## src/sv/uvs_pkg.sv

```systemverilog
// ============================================================================
// UV sphere vertex package
// Widths, register codes, sine polynomial coefficients and the rounding
// helper shared by the UV sphere strip vertex generator.
// ============================================================================
`default_nettype none

package uvs_pkg;

    localparam int CNT_W   = 7;
    localparam int RAD_W   = 16;
    localparam int POS_W   = 24;
    localparam int TEX_W   = 17;
    localparam int PHASE_W = 16;

    localparam int DIVN_W  = 24;
    localparam int DIVD_W  = 8;
    localparam int DIVQ_W  = 17;

    localparam int SIN_LAT = 8;

    localparam int MAX_RINGS_DEF     = 64;
    localparam int MAX_MERIDIANS_DEF = 64;

    localparam logic [CNT_W-1:0] RING_RESET     = 7'd50;
    localparam logic [CNT_W-1:0] MERIDIAN_RESET = 7'd50;
    localparam logic [RAD_W-1:0] RADIUS_RESET   = 16'd1792;

    localparam int APB_AW = 4;
    localparam int APB_DW = 32;

    localparam logic [1:0] REG_RING     = 2'd0;
    localparam logic [1:0] REG_MERIDIAN = 2'd1;
    localparam logic [1:0] REG_RADIUS   = 2'd2;

    localparam logic [30:0] SIN_C1 = 31'd1686629713;
    localparam logic [30:0] SIN_C3 = 31'd693598668;
    localparam logic [30:0] SIN_C5 = 31'd85569306;
    localparam logic [30:0] SIN_C7 = 31'd5026995;
    localparam logic [30:0] SIN_C9 = 31'd172272;
    localparam logic [31:0] ONE_Q30 = 32'd1073741824;

    localparam int XY_SHIFT = 23;
    localparam int Z_SHIFT  = 8;

    typedef logic signed [16:0] q15_t;

    // Coefficient added at Horner step h, from the x^7 term down to x^1.
    function automatic logic [30:0] sin_coef(input int h);
        logic [30:0] c;
        case (h)
            0:       c = SIN_C7;
            1:       c = SIN_C5;
            2:       c = SIN_C3;
            default: c = SIN_C1;
        endcase
        return c;
    endfunction

    // Shift right with rounding half away from zero, then saturate to 24 bits.
    function automatic logic [POS_W-1:0] round_sat(input logic signed [51:0] v,
                                                   input int sh);
        logic        neg;
        logic [51:0] mag;
        logic [51:0] rnd;
        neg = v[51];
        mag = neg ? 52'(-v) : 52'(v);
        rnd = (mag + (52'd1 << (sh - 1))) >> sh;
        if (!neg && rnd > 52'd8388607)
            rnd = 52'd8388607;
        if (neg && rnd > 52'd8388608)
            rnd = 52'd8388608;
        return neg ? POS_W'(-rnd) : POS_W'(rnd);
    endfunction

endpackage

`default_nettype wire

```

## src/sv/uvs_div.sv

```systemverilog
// ============================================================================
// Pipelined divider
// Restoring division, one quotient bit per register stage.
// ============================================================================
`default_nettype none

module uvs_div #(
    parameter int NW = uvs_pkg::DIVN_W,
    parameter int DW = uvs_pkg::DIVD_W,
    parameter int QW = uvs_pkg::DIVQ_W
) (
    input  wire logic          clk,
    input  wire logic          en,
    input  wire logic [NW-1:0] dividend,
    input  wire logic [DW-1:0] divisor,
    output logic      [QW-1:0] quotient
);

    logic [DW-1:0] rem_reg [QW];
    logic [QW-1:0] lo_reg  [QW];
    logic [QW-1:0] q_reg   [QW];
    logic [DW-1:0] d_reg   [QW];

    // The quotient is known to fit QW bits, so the top dividend bits already
    // sit below the divisor and seed the remainder.
    for (genvar s = 0; s < QW; s++)
    begin : g_stage
        logic [DW-1:0] rem_src;
        logic [DW-1:0] d_src;
        logic [QW-1:0] lo_src;
        logic [QW-1:0] q_src;
        logic [DW:0]   trial;
        logic          ge;

        if (s == 0)
        begin : g_first
            assign rem_src = DW'(dividend[NW-1:QW]);
            assign lo_src  = dividend[QW-1:0];
            assign q_src   = '0;
            assign d_src   = divisor;
        end
        else
        begin : g_later
            assign rem_src = rem_reg[s-1];
            assign lo_src  = lo_reg[s-1];
            assign q_src   = q_reg[s-1];
            assign d_src   = d_reg[s-1];
        end

        assign trial = {rem_src, lo_src[QW-1-s]};
        assign ge    = trial >= {1'b0, d_src};

        always_ff @(posedge clk)
        begin
            if (en)
            begin
                rem_reg[s] <= ge ? DW'(trial - {1'b0, d_src}) : DW'(trial);
                lo_reg[s]  <= lo_src;
                q_reg[s]   <= {q_src[QW-2:0], ge};
                d_reg[s]   <= d_src;
            end
        end
    end

    assign quotient = q_reg[QW-1];

endmodule

`default_nettype wire

```

## config.mk

```make
export PLATFORM = sky130hd
export DESIGN_NAME = uvs_div
export DESIGN_NICKNAME = d
export VERILOG_FILES = /design/src/sv/uvs_pkg.sv /design/src/sv/uvs_div.sv
export SDC_FILE = /design/constraint.sdc
export NUM_CORES = 1
export LEC_CHECK = 0
export ABC_AREA = 1
export BUFFER_PORTS_ARGS = -buffer_cell sky130_fd_sc_hd__clkbuf_2
export CORE_UTILIZATION = 65
export DETAILED_ROUTE_END_ITERATION = 8
export PLACE_DENSITY = 0.8
export RECOVER_POWER = 25
export SETUP_SLACK_MARGIN = 0.3
export SYNTH_ARGS = -nofsm -noshare
export SYNTH_HDL_FRONTEND = slang
export SYNTH_SLANG_ARGS = --single-unit
```

## constraint.sdc

```tcl
create_clock -name clk -period 2.9 [get_ports clk]
set_input_delay 0 -clock clk [delete_from_list [all_inputs] [get_ports clk]]
set_output_delay 0 -clock clk [all_outputs]
set_load 0.1 [all_outputs]
```

==> results by group <==
Detailed routing
  • Remaining antenna violation count: 0
  • Drt wl/cell: ~15 um
  • Vias per cell: approximately 5.3
  • WL final: approximately 47 mm
  • DR vias: ~16000
  • Total iterations of the first detailed-routing run: 6
  • DRC: 0
  • Starting DRT DRC Count: around 1100

Critical path
  • Crit-path cells: ha_1, nand2_1, nor2_1, inv_1, nor2_1, nor2_2, nand2_4, nand2_1, nand2_1
  • CP dominant cell by count: nand2_1
  • Critical Path Start: rem_reg[0][49]
  • Crit path DAT: between 2 and 2.5 ns
  • Critical path launch point type: flip-flop
  • Worst flop-to-flop path endpoint: rem_reg[0][63]
  • CP max stage delay: around 0.42 ns
  • Crit path required time: roughly 3.2 ns
  • Reg2Reg Setup Slack: just over 0.8 ns
  • Crit Path Class: flip-flop to flip-flop
  • Critical path's slowest cell: ha_1
  • FF-to-FF path depth: 9
  • Reg2reg start: rem_reg[0][49]
  • Setup crit end kind: flip-flop
  • CP Max Fanout: 9

Logic synthesis
  • Post-synth cell types: 31
  • Cell with the most instances after synthesis: nand2_1
  • Mapped Nets: approximately 2500
  • Post-synth top area share: 63.7%
  • Ranking of synthesized cells by area: edfxtp_1, nand2_1, ha_1
  • Share of synthesized registers carrying an async set or reset: 0%
  • Yosys warnings: 0
  • Synthesized area per cell: ~11 um2
  • Post-synth EDFFs: around 550
  • Commonest cells in the netlist: nand2_1, edfxtp_1, inv_1
  • Mapped cell area: around 0.026 mm2
  • Ys flop type: edfxtp_1
  • Synth area leader: edfxtp_1
  • Seq/Total Area, Yosys: a little under two thirds
  • Synth Instances: roughly 2300
  • Yosys reg bits: about 550

Final layout
  • Multi-input logic area: roughly 0.0077 mm2
  • Share of cells above drive strength 1: between 7 and 8%
  • FF+latch area: about 0.016 mm2
  • Final nets: 2652
  • Util after Layout: approximately 74%
  • Diodes inserted: 0
  • P&R area growth vs syn: 11.4%
  • Fin area: between 0.02 and 0.03 mm2
  • Max reg flops: ~150
  • Fillers: around 2600

Min path
  • Hold Path Class: input pin to flip-flop
  • WHS Endpoint: lo_reg[0][4]
  • Worst hold path stage count: 2
  • Hold Path Origin: dividend[4]

Pwr
  • Max VDD drop: slightly above 0.6 mV
  • Power consumption: 26.8 mW
  • Pwr/cell area: 939 mW/mm2
  • P_leak: roughly 13 nW

Outcome
  • Status: finished clean

Placed design
  • Detailed-placement wirelength estimate: around 33 mm
  • Placed inst area: between 0.02 and 0.03 mm2
  • RePlAce Congestion: approximately 0.9
  • Port Buffers: 50

Timing
  • Clk_skew: approximately 0.022 ns
  • Slew margin rel.: a little over half
  • Slew @ Worst Pin: about 0.72 ns
  • Setup violations, final: 0
  • RSZ-0062 raised after global routing: false
  • Final Hold Viols: 0
  • Fin Setup TNS: 0 ns
  • Period utilization: slightly above 70%
  • Achievable Freq: around 0.48 GHz
  • Pins Over Slew Limit: 0
  • Period minus WS final: roughly 2.1 ns
  • Worst Hold Slack: about 0.11 ns

Clocking
  • Clock Latency Late Sink: roughly 0.6 ns
  • CTS sink count: roughly 550
  • Longest Clk Path Bufs: 3
  • CTS H-tree depth: 2
  • Hold_buf cts: 33
  • Post-cts resize count: 0
  • Reg clk slew, reported paths: around 0.060 ns
  • Cts bufs inserted: 52
  • CTS tree: yes
  • Post-CTS Setup Bufs: 0
  • Root buffer cell: clkbuf_16

Floorplanning
  • Die X: roughly 200 um
  • Placeable Area: around 0.039 mm2
  • Starting Density: between 60 and 70%
  • # IOs: 51
  • Die ar.: approximately 0.04 mm2
  • DIE HEIGHT: between 200 and 250 um
  • FP Rows: 72

Global routing
  • Overall global routing resource usage: around 24%
  • Largest net degree at the start of global routing: 84
  • Vias in the first global route: 15911
  • First-pass GRT wire length: approximately 78 mm
  • Initial antenna violation count: 0
  • Grt ovf: 0

Job
  • Max-cap violations: 0
-- layer usage --
layer,global-route usage [%],wire length (um),up-vias
li1,-,-,8047
met1,30.7,20000,7430
met2,42.4,23300,367
met3,3.05,1890,99
met4,8.89,1410,0
met5,0,0,-
-- critical path: cells and delay by family (launching register included) --
kind                       cells  cell delay, ns
DFF                            1            0.41
and+or+nand+nor                7            0.92
adders and majority gates      1            0.42
buffers and inverters          1            0.06
-- power breakdown --
group	switching [mW]	leakage [nW]	internal, mW	total (mW)
Sequential	0.806	5.34	10.6	11.4
Combinational	5.64	6.75	3.13	8.76
Clock	2.80	0.813	3.88	6.69
Total	9.25	12.9	17.6	26.8
-- layout by cell type (no fill, tap or decap), types with 7 or more instances in the layout --
| master | count |
|---|---|
| clkbuf_2 | 40 |
| xor2_1 | 29 |
| edfxtp_1 | 545 |
| ha_1 | 136 |
| clkbuf_1 | 20 |
| clkinv_2 | 8 |
| dlygate4sd3_1 | 33 |
| nand3_1 | 232 |
| nand3b_1 | 7 |
| clkbuf_16 | 53 |
| nand2_2 | 9 |
| nor3_1 | 16 |
| nand4_1 | 30 |
| fa_1 | 16 |
| a21oi_1 | 60 |
| nor2_1 | 86 |
| nor2_2 | 8 |
| inv_1 | 383 |
| xnor2_1 | 19 |
| nand2_1 | 696 |
| nand2_4 | 22 |
-- worst max path at each step --
| stage | to |
|---|---|
| floorplan | rem_reg[0][87] |
| global placement | rem_reg[0][75] |
| detailed placement | rem_reg[0][64] |
| CTS | rem_reg[0][64] |
| global route | rem_reg[0][106] |
| finish | rem_reg[0][63] |
-- final cells by class --
type,count,area share (%)
clock buffers,64,4.78
clock inverters,27,1.07
inverters,384,5.04
multi-input cells,1389,27.1
flip-flops and latches,545,57.2
well taps,518,2.27
repair buffers,94,2.53
-- cells by family (layout without fill, tap and decap cells) --
logic type / after synthesis / after routing / synth area share [%]
fa+ha+maj: 152 / 152 / 7.88
simple gates: 1122 / 1122 / 19.3
xor+xnor: 48 / 48 / 1.64
buf+inv: 399 / 569 / 6.11
compound gates: 67 / 67 / 1.38
flops: 545 / 545 / 63.7
-- metrics by stage --
stage,worst slack [ns],instances
detailed placement,0.829,2897
floorplan,1.17,2333
global placement,0.871,2897
CTS,0.813,3021
finish,0.815,3021
global route,0.615,3021
Power figures use the tool's default switching activity.
